[config.mk]
export PLATFORM = sky130hd
export DESIGN_NAME = ethernet_frame_receive_parser
export DESIGN_NICKNAME = d
export VERILOG_FILES = /design/src/hw/rtl/erp_pkg.sv /design/src/hw/rtl/erp_front.sv /design/src/hw/rtl/erp_fifo.sv /design/src/hw/rtl/erp_back.sv /design/src/hw/rtl/ethernet_frame_receive_parser.sv
export SDC_FILE = /design/constraint.sdc
export NUM_CORES = 1
export LEC_CHECK = 0
export ABC_AREA = 0
export BUFFER_PORTS_ARGS = -buffer_cell sky130_fd_sc_hd__buf_4
export CORE_MARGIN = 2
export CORE_UTILIZATION = 50
export DETAILED_ROUTE_END_ITERATION = 16
export PLACE_DENSITY = 0.7
export SYNTH_ARGS = -nofsm -noshare
export SYNTH_HDL_FRONTEND = slang
export SYNTH_SLANG_ARGS = --single-unit
export TNS_END_PERCENT = 30
[constraint.sdc]
create_clock -name clk_i -period 16.9 [get_ports clk_i]
set_input_delay 0 -clock clk_i [delete_from_list [all_inputs] [get_ports clk_i]]
set_output_delay 0 -clock clk_i [all_outputs]
set_load 0.05 [all_outputs]
[src/hw/rtl/erp_pkg.sv]
// types, constants and the crc step for the ethernet receive parser
package erp_pkg;

  localparam logic [31:0] CrcPoly       = 32'hEDB88320;
  localparam logic [31:0] CrcPreset     = 32'hFFFFFFFF;
  localparam logic [15:0] MaxFrameBytes = 16'hFFFF;
  localparam logic [15:0] MinFrame      = 16'd18;
  localparam logic [15:0] FcsLen        = 16'd4;
  localparam logic [15:0] HdrTagged     = 16'd18;
  localparam logic [15:0] HdrPlain      = 16'd14;

  localparam logic [15:0] TpidReset     = 16'h8100;
  localparam logic [15:0] LenLimitReset = 16'd1500;

  localparam logic [7:0] CfgTpid     = 8'd0;
  localparam logic [7:0] CfgLenLimit = 8'd1;

  localparam logic [1:0] StatusOk      = 2'd0;
  localparam logic [1:0] StatusShort   = 2'd1;
  localparam logic [1:0] StatusOverrun = 2'd2;

  typedef struct packed {
    logic [7:0] data_byte;
    logic       last_byte;
  } in_t;

  typedef struct packed {
    logic        kind;
    logic [7:0]  payload_byte;
    logic [47:0] dst_mac;
    logic [47:0] src_mac;
    logic        has_tag;
    logic [15:0] tag_control;
    logic [15:0] type_or_length;
    logic        is_length;
    logic [31:0] fcs_received;
    logic [31:0] fcs_computed;
    logic        fcs_match;
    logic [1:0]  status;
  } res_t;

  // what the front leaves for the back: an optional payload word and an optional summary
  typedef struct packed {
    logic       has_pay;
    logic [7:0] pay_byte;
    logic       has_sum;
    res_t       sum;
  } entry_t;

  function automatic logic [31:0] crc_byte(logic [31:0] c, logic [7:0] b);
    logic [31:0] r;
    r = c ^ {24'd0, b};
    for (int k = 0; k < 8; k++) begin
      r = r[0] ? ((r >> 1) ^ CrcPoly) : (r >> 1);
    end
    return r;
  endfunction

endpackage

[src/hw/rtl/erp_front.sv]
// front end: header capture, delay line, crc and classification of each byte
module erp_front (
  input  logic             clk_i,
  input  logic             rst_ni,
  input  logic             accept_i,
  input  erp_pkg::in_t     in_i,
  input  logic [15:0]      tpid_i,
  input  logic [15:0]      len_limit_i,
  output logic             wr_o,
  output erp_pkg::entry_t  entry_o
);

  logic [15:0] pos_q, pos_d;
  logic [7:0]  dly_q [4];
  logic [31:0] crc_q, crc_d;
  logic [47:0] dst_q, dst_d, src_q, src_d;
  logic [15:0] ft_q, ft_d, tagw_q, tagw_d, fin_q, fin_d;
  logic        tag_q, tag_d;
  logic [15:0] hdr, idx, off;
  logic [16:0] hdr_fcs;
  logic [15:0] avail;
  logic        islen, pay;
  logic [7:0]  b;
  logic [31:0] recv, comp;
  logic [1:0]  status;

  assign b = in_i.data_byte;

  always_comb begin
    dst_d  = dst_q;
    src_d  = src_q;
    ft_d   = ft_q;
    tag_d  = tag_q;
    tagw_d = tagw_q;
    fin_d  = fin_q;
    if (pos_q < 16'd6) begin
      dst_d = {dst_q[39:0], b};
    end else if (pos_q < 16'd12) begin
      src_d = {src_q[39:0], b};
    end else if (pos_q < 16'd14) begin
      ft_d = {ft_q[7:0], b};
      if (pos_q == 16'd13) begin
        tag_d = (ft_d == tpid_i);
        if (!tag_d) fin_d = ft_d;
      end
    end else if (tag_q && pos_q < 16'd16) begin
      tagw_d = {tagw_q[7:0], b};
    end else if (tag_q && pos_q < 16'd18) begin
      fin_d = {fin_q[7:0], b};
    end

    hdr   = tag_d ? erp_pkg::HdrTagged : erp_pkg::HdrPlain;
    islen = (fin_d <= len_limit_i);

    crc_d = crc_q;
    pay   = 1'b0;
    idx   = pos_q - erp_pkg::FcsLen;
    off   = idx - hdr;
    if (pos_q >= erp_pkg::FcsLen) begin
      crc_d = erp_pkg::crc_byte(crc_q, dly_q[0]);
      if (idx >= hdr && (!islen || off < fin_d)) pay = 1'b1;
    end

    pos_d = (pos_q < erp_pkg::MaxFrameBytes) ? pos_q + 16'd1 : pos_q;

    // summary fields, used on the last byte
    recv    = {dly_q[1], dly_q[2], dly_q[3], b};
    comp    = ~crc_d;
    hdr_fcs = {1'b0, hdr} + {1'b0, erp_pkg::FcsLen};
    avail   = ({1'b0, pos_d} >= hdr_fcs) ? pos_d - hdr - erp_pkg::FcsLen : 16'd0;
    if (pos_d < erp_pkg::MinFrame)      status = erp_pkg::StatusShort;
    else if (islen && fin_d > avail)    status = erp_pkg::StatusOverrun;
    else                                status = erp_pkg::StatusOk;
  end

  always_comb begin
    wr_o                   = accept_i && (pay || in_i.last_byte);
    entry_o.has_pay        = pay;
    entry_o.pay_byte       = dly_q[0];
    entry_o.has_sum        = in_i.last_byte;
    entry_o.sum.kind           = 1'b1;
    entry_o.sum.payload_byte   = 8'd0;
    entry_o.sum.dst_mac        = dst_d;
    entry_o.sum.src_mac        = src_d;
    entry_o.sum.has_tag        = tag_d;
    entry_o.sum.tag_control    = tag_d ? tagw_d : 16'd0;
    entry_o.sum.type_or_length = fin_d;
    entry_o.sum.is_length      = islen;
    entry_o.sum.fcs_received   = recv;
    entry_o.sum.fcs_computed   = comp;
    entry_o.sum.fcs_match      = (recv == comp);
    entry_o.sum.status         = status;
  end

  always_ff @(posedge clk_i or negedge rst_ni) begin
    if (!rst_ni) begin
      pos_q  <= '0;
      dly_q  <= '{default: '0};
      crc_q  <= erp_pkg::CrcPreset;
      dst_q  <= '0;
      src_q  <= '0;
      ft_q   <= '0;
      tag_q  <= 1'b0;
      tagw_q <= '0;
      fin_q  <= '0;
    end else if (accept_i) begin
      if (in_i.last_byte) begin
        pos_q  <= '0;
        dly_q  <= '{default: '0};
        crc_q  <= erp_pkg::CrcPreset;
        dst_q  <= '0;
        src_q  <= '0;
        ft_q   <= '0;
        tag_q  <= 1'b0;
        tagw_q <= '0;
        fin_q  <= '0;
      end else begin
        pos_q  <= pos_d;
        dly_q  <= '{dly_q[1], dly_q[2], dly_q[3], b};
        crc_q  <= crc_d;
        dst_q  <= dst_d;
        src_q  <= src_d;
        ft_q   <= ft_d;
        tag_q  <= tag_d;
        tagw_q <= tagw_d;
        fin_q  <= fin_d;
      end
    end
  end

endmodule

[src/hw/rtl/erp_fifo.sv]
// short queue of front entries between front and back
module erp_fifo #(
  parameter int Depth = 4
) (
  input  logic            clk_i,
  input  logic            rst_ni,
  input  logic            wr_i,
  input  erp_pkg::entry_t wr_data_i,
  input  logic            rd_i,
  output erp_pkg::entry_t rd_data_o,
  output logic            full_o,
  output logic            empty_o
);

  localparam int PtrW = (Depth > 1) ? $clog2(Depth) : 1;
  localparam int CntW = $clog2(Depth + 1);
  localparam logic [PtrW-1:0] PtrLast = PtrW'(Depth - 1);
  localparam logic [CntW-1:0] CntFull = CntW'(Depth);

  erp_pkg::entry_t mem_q [Depth];
  logic [PtrW-1:0] wp_q, rp_q;
  logic [CntW-1:0] cnt_q;
  logic            do_wr, do_rd;

  assign full_o    = (cnt_q == CntFull);
  assign empty_o   = (cnt_q == '0);
  assign do_wr     = wr_i && !full_o;
  assign do_rd     = rd_i && !empty_o;
  assign rd_data_o = mem_q[rp_q];

  always_ff @(posedge clk_i) begin
    if (do_wr) mem_q[wp_q] <= wr_data_i;
  end

  always_ff @(posedge clk_i or negedge rst_ni) begin
    if (!rst_ni) begin
      wp_q  <= '0;
      rp_q  <= '0;
      cnt_q <= '0;
    end else begin
      if (do_wr) wp_q <= (wp_q == PtrLast) ? '0 : wp_q + 1'b1;
      if (do_rd) rp_q <= (rp_q == PtrLast) ? '0 : rp_q + 1'b1;
      cnt_q <= cnt_q + CntW'(do_wr) - CntW'(do_rd);
    end
  end

endmodule

[src/hw/rtl/erp_back.sv]
// back end: splits queue entries into result words and holds the output register
module erp_back (
  input  logic            clk_i,
  input  logic            rst_ni,
  input  logic            q_empty_i,
  input  erp_pkg::entry_t q_data_i,
  output logic            q_rd_o,
  input  logic            pop_i,
  output logic            empty_o,
  output erp_pkg::res_t   out_o
);

  logic          out_vld_q;
  erp_pkg::res_t out_q, pay_res;
  logic          sum_next_q;
  logic          load, pay_part;

  assign load     = (!out_vld_q || pop_i) && !q_empty_i;
  assign pay_part = q_data_i.has_pay && !sum_next_q;
  assign q_rd_o   = load && !(pay_part && q_data_i.has_sum);
  assign empty_o  = !out_vld_q;
  assign out_o    = out_q;

  always_comb begin
    pay_res              = '0;
    pay_res.payload_byte = q_data_i.pay_byte;
  end

  always_ff @(posedge clk_i) begin
    if (load) out_q <= pay_part ? pay_res : q_data_i.sum;
  end

  always_ff @(posedge clk_i or negedge rst_ni) begin
    if (!rst_ni) begin
      out_vld_q  <= 1'b0;
      sum_next_q <= 1'b0;
    end else begin
      if (load) out_vld_q <= 1'b1;
      else if (pop_i) out_vld_q <= 1'b0;
      if (load) sum_next_q <= pay_part && q_data_i.has_sum;
    end
  end

endmodule

[src/hw/rtl/ethernet_frame_receive_parser.sv]
// top level of the ethernet receive parser
// Ethernet II / 802.1Q receive parser. Frame bytes go in one word per cycle
// (push/full), last_byte marking the final byte; results come out of a queue
// interface (empty/pop). Each payload byte leaves as a kind 0 word, delayed
// four bytes so the FCS never appears, and padding past a length field is
// dropped; the last byte adds a kind 1 summary word with addresses, tag,
// type/length, received and computed FCS, match flag and status. One byte
// is taken every cycle while the entry queue has room; a last byte that also
// releases a payload byte yields two words, which the back end drains in
// turn, so the sustained rate is one byte per cycle while the receiver pops,
// and the entry queue depth (QueueDepth) sets how far a stalled output is absorbed.
// Configuration (tag protocol id, length limit) is always ready and is to be
// written between frames.
module ethernet_frame_receive_parser #(
  parameter int QueueDepth = 4
) (
  input  logic          clk_i,
  input  logic          rst_ni,
  input  logic          push,
  output logic          full,
  input  erp_pkg::in_t  in_data_i,
  output logic          empty,
  input  logic          pop,
  output erp_pkg::res_t out_data_o,
  input  logic          cfg_valid_i,
  output logic          cfg_ready_o,
  input  logic [7:0]    cfg_index_i,
  input  logic [15:0]   cfg_data_i
);

  logic            q_full, q_empty, q_wr, q_rd, accept;
  erp_pkg::entry_t q_wdata, q_rdata;
  logic [15:0]     tpid_q, len_limit_q;

  // config registers
  assign cfg_ready_o = 1'b1;
  always_ff @(posedge clk_i or negedge rst_ni) begin
    if (!rst_ni) begin
      tpid_q      <= erp_pkg::TpidReset;
      len_limit_q <= erp_pkg::LenLimitReset;
    end else if (cfg_valid_i) begin
      unique case (cfg_index_i)
        erp_pkg::CfgTpid:     tpid_q      <= cfg_data_i;
        erp_pkg::CfgLenLimit: len_limit_q <= cfg_data_i;
        default: ;
      endcase
    end
  end

  // a word is taken whenever the entry queue has room
  assign full   = q_full;
  assign accept = push && !q_full;

  erp_front u_front (
    .clk_i       (clk_i),
    .rst_ni      (rst_ni),
    .accept_i    (accept),
    .in_i        (in_data_i),
    .tpid_i      (tpid_q),
    .len_limit_i (len_limit_q),
    .wr_o        (q_wr),
    .entry_o     (q_wdata)
  );

  erp_fifo #(.Depth(QueueDepth)) u_fifo (
    .clk_i     (clk_i),
    .rst_ni    (rst_ni),
    .wr_i      (q_wr),
    .wr_data_i (q_wdata),
    .rd_i      (q_rd),
    .rd_data_o (q_rdata),
    .full_o    (q_full),
    .empty_o   (q_empty)
  );

  erp_back u_back (
    .clk_i     (clk_i),
    .rst_ni    (rst_ni),
    .q_empty_i (q_empty),
    .q_data_i  (q_rdata),
    .q_rd_o    (q_rd),
    .pop_i     (pop),
    .empty_o   (empty),
    .out_o     (out_data_o)
  );

endmodule

==> flow_summary.yaml <==
final_layout:
  final_nets: 3583
  area_growth_pct: 14.42
  multi_input_area_sq_mm: 0.01513
  regArea_sq_mm: 0.03756
  drive_above_1_share: 0.2499
  layoutNonFillerInstCount: 4985
  nFillCells: 8062
critical_path:
  cp_slowest_stage_delay_ns: 0.87
  crit_path_top_delay_cell: "buf_4"
  criticalPathCategory: "reg -> reg"
  crit_arrival_ns: 9.19
  path_buf_inv: 4
  rrSetupSlack_ns: 8.03
  cp-end-kind: "flip-flop"
  r2r_start: "u_front.pos_q[11]"
  r2r_end: "u_fifo.mem_q[0][177]"
  r2r_cells: 28
  crit_path_start_kind: "flip-flop"
  worst-endpoint-required_ns: 17.22
  crit_family: "simple AND/OR/NAND/NOR gates"
  crit_fanout: 62
yosys:
  async_flop_share: 0.1997
  synth_top_area_frac: 0.5792
  yosysUniqueCellTypes: 88
  yosysMostFrequentCell: "edfxtp_1"
  syn_area_per_cell_sq_um: 16.73
  synth_nets: 3315
  synth_common_cells: "1034 x edfxtp_1, 217 x dfrtp_1, 207 x mux4_2"
  syn-instance-count: 3205
  synth-seq-area-share: 0.7006
  ys_warn_count: 0
  ys.flop_type: "edfxtp_1"
  synth_edf_count: 1034
  synth_area_leaders: "edfxtp_1 58%, dfrtp_1 10%, mux4_2 8.7%"
  netlist_area_sq_mm: 0.05361
  ys_ff_latch: 1292
  yosys.area.top_type: "edfxtp_1"
placement:
  dp_hpwl_mm: 74.63
  routabilityCongestion: 0.8811
  dp_cells: 4716
  port_buffers: 245
global_routing:
  grt_max_degree: 92
  grt_pass1_wl_mm: 183.5
  grt_antenna_before_repair: 3
  grt_pass1_vias: 29170
  grt_overflow_total: 0
  track_usage: 0.2193
hold_path:
  hp-class: "in -> async"
timing:
  clock_skew_ns: 0.03369
  max_slew_margin: 0.2011
  finalCriticalPeriod_ns: 8.874
  setup_viol: 0
  slew_violations: 0
  fin_crit_sh: 0.5251
  finalHoldViolCount: 0
  max_freq_mhz: 112.7
  tightest_slew_ns: 1.189
  finalSetupTns_ns: 0
  grt_setup_unrepaired: "false"
die:
  die_x_um: 331.4
  start_util: 0.5022
  die_area_sq_mm: 0.1098
  boundaryPins: 247
  die_h_um: 331.4
  core-area_sq_mm: 0.1068
  row_count: 120
status:
  status: "finished clean"
clock_tree:
  cts_tree: "yes"
  clkSinkCount: 1292
  root_buffer: "clkbuf_16"
  post_cts.repair.setup_buffers: 0
  cts_buffer_depth: 3
  htree_levels: 3
  clk_latency_ns: 0.72
  numCtsBuffers: 121
  clkSlewWorstSetupHoldPaths_ns: 0.07
drt:
  vias_per_cell: 5.751
  firstDrtPassIters: 5
  wire_per_inst_um: 24.17
  drc: 0
  first_iter_violations: 2852
  routed_wl_mm: 120.5
  antenna_left: 0
  vias: 28670
power_and_ir_drop:
  p_leak_nw: 22.35
  max-vdd-ir-drop_v: 0.0001316
  power.density_mw_per_mm2: 194.0
job:
  maxCapViolCount: 0
==> cell usage in the layout (no fill, tap or decap), types with 12 or more instances in the layout <==
cell type / n
mux2_2: 122
clkbuf_8: 13
xnor2_1: 113
a22o_1: 106
clkinv_2: 31
o22ai_1: 17
mux4_2: 207
dlygate4sd3_1: 36
edfxtp_1: 1034
xor2_1: 47
clkbuf_16: 124
dfrtp_1: 215
clkinv_1: 14
nor2b_1: 204
a21o_1: 15
nand3_1: 21
nor3_1: 17
nor2_1: 96
mux2i_1: 21
clkbuf_1: 25
a21oi_1: 103
nand2_1: 195
ha_1: 70
o21ai_0: 93
nand4_1: 21
dfstp_2: 41
a21boi_0: 17
mux2_1: 12
inv_1: 66
buf_4: 286
==> sequential cells by signal (all words and copies together) (netlist names), 32 cells and up <==
signal and count:
u_fifo.mem_q 828, u_back.out_o 206, u_front.dst_q 48, u_front.src_q 48
u_front.crc_q 32, u_front.entry_o 32
==> area by class of cell <==
| class | instances | area share |
|---|---|---|
| well taps | 1403 | 0.02862 |
| flip-flops and latches | 1292 | 0.6124 |
| clock inverters | 69 | 0.01114 |
| clock buffers | 162 | 0.05504 |
| diodes | 1 | 0.00004080 |
| multi-input cells | 1666 | 0.2467 |
| repair buffers | 325 | 0.04190 |
| inverters | 67 | 0.004100 |
==> routing by layer <==
metal  vias up  routed length [um]  track usage
li1      12780                   -            -
met1     14840               52540       0.3154
met2       886               57710       0.3470
met3       162                7432      0.03917
met4         2                2787      0.06257
met5         -                   7            0
==> cell families after synthesis <==
| logic type | synth area share |
|---|---|
| simple gates | 0.06131 |
| buf+inv | 0.01823 |
| mux | 0.1195 |
| xor+xnor | 0.03023 |
| other cells | 0.00006995 |
| compound gates | 0.05298 |
| flops | 0.7006 |
| fa+ha+maj | 0.01708 |
==> report_power, final <==
group	switching (mW)	internal [mW]
clock	1.17	1.57
combinational	2.78	1.54
sequential	0.375	4.46
total	4.33	7.57
==> worst reg2reg max path: cells and delay by family, from the launching register on <==
family	cells	cell delay, ns
compound gates	11	2.36
xor+xnor	1	0.18
fa+ha+maj	2	0.55
buf+inv	4	2.06
flops	1	0.55
mux	1	0.26
simple gates	9	2.46
==> through the flow <==
stage	hold WS [ns]	total power, mW	setup WS [ns]	util	area, sq um
floorplan	-0.2956	7.966	4.409	-	53610
global placement	0.05378	9.198	8.091	0.5329	56890
detailed placement	0.06006	9.247	8.095	0.5329	56890
CTS	0.01198	12.01	8.047	0.5746	61340
global route	0.02981	12.44	7.401	0.5746	61340
finish	0.02766	11.90	8.026	0.5746	61340
==> worst max path at each step <==
stage	startpoint	end	slack, ns	cells after the start
after detailed placement	u_front.pos_q[11]	u_fifo.mem_q[1][168]	8.09	28
after global routing	u_front.pos_q[7]	u_fifo.mem_q[1][175]	7.40	28
after global placement	u_front.pos_q[11]	u_fifo.mem_q[1][17]	8.09	28
after CTS	u_front.pos_q[11]	u_fifo.mem_q[1][164]	8.05	28
final	u_front.pos_q[11]	u_fifo.mem_q[0][177]	8.03	28
after floorplan	u_fifo.cnt_q[1]	u_fifo.cnt_q[2]	4.41	10
==> repair_timing <==
item / in CTS / in global routing
endpoints found under the hold margin: 294 / 0
resized for setup: 0 / 0
hold buffers: 37 / 0
Note: power is estimated with default switching activity, not from simulation.
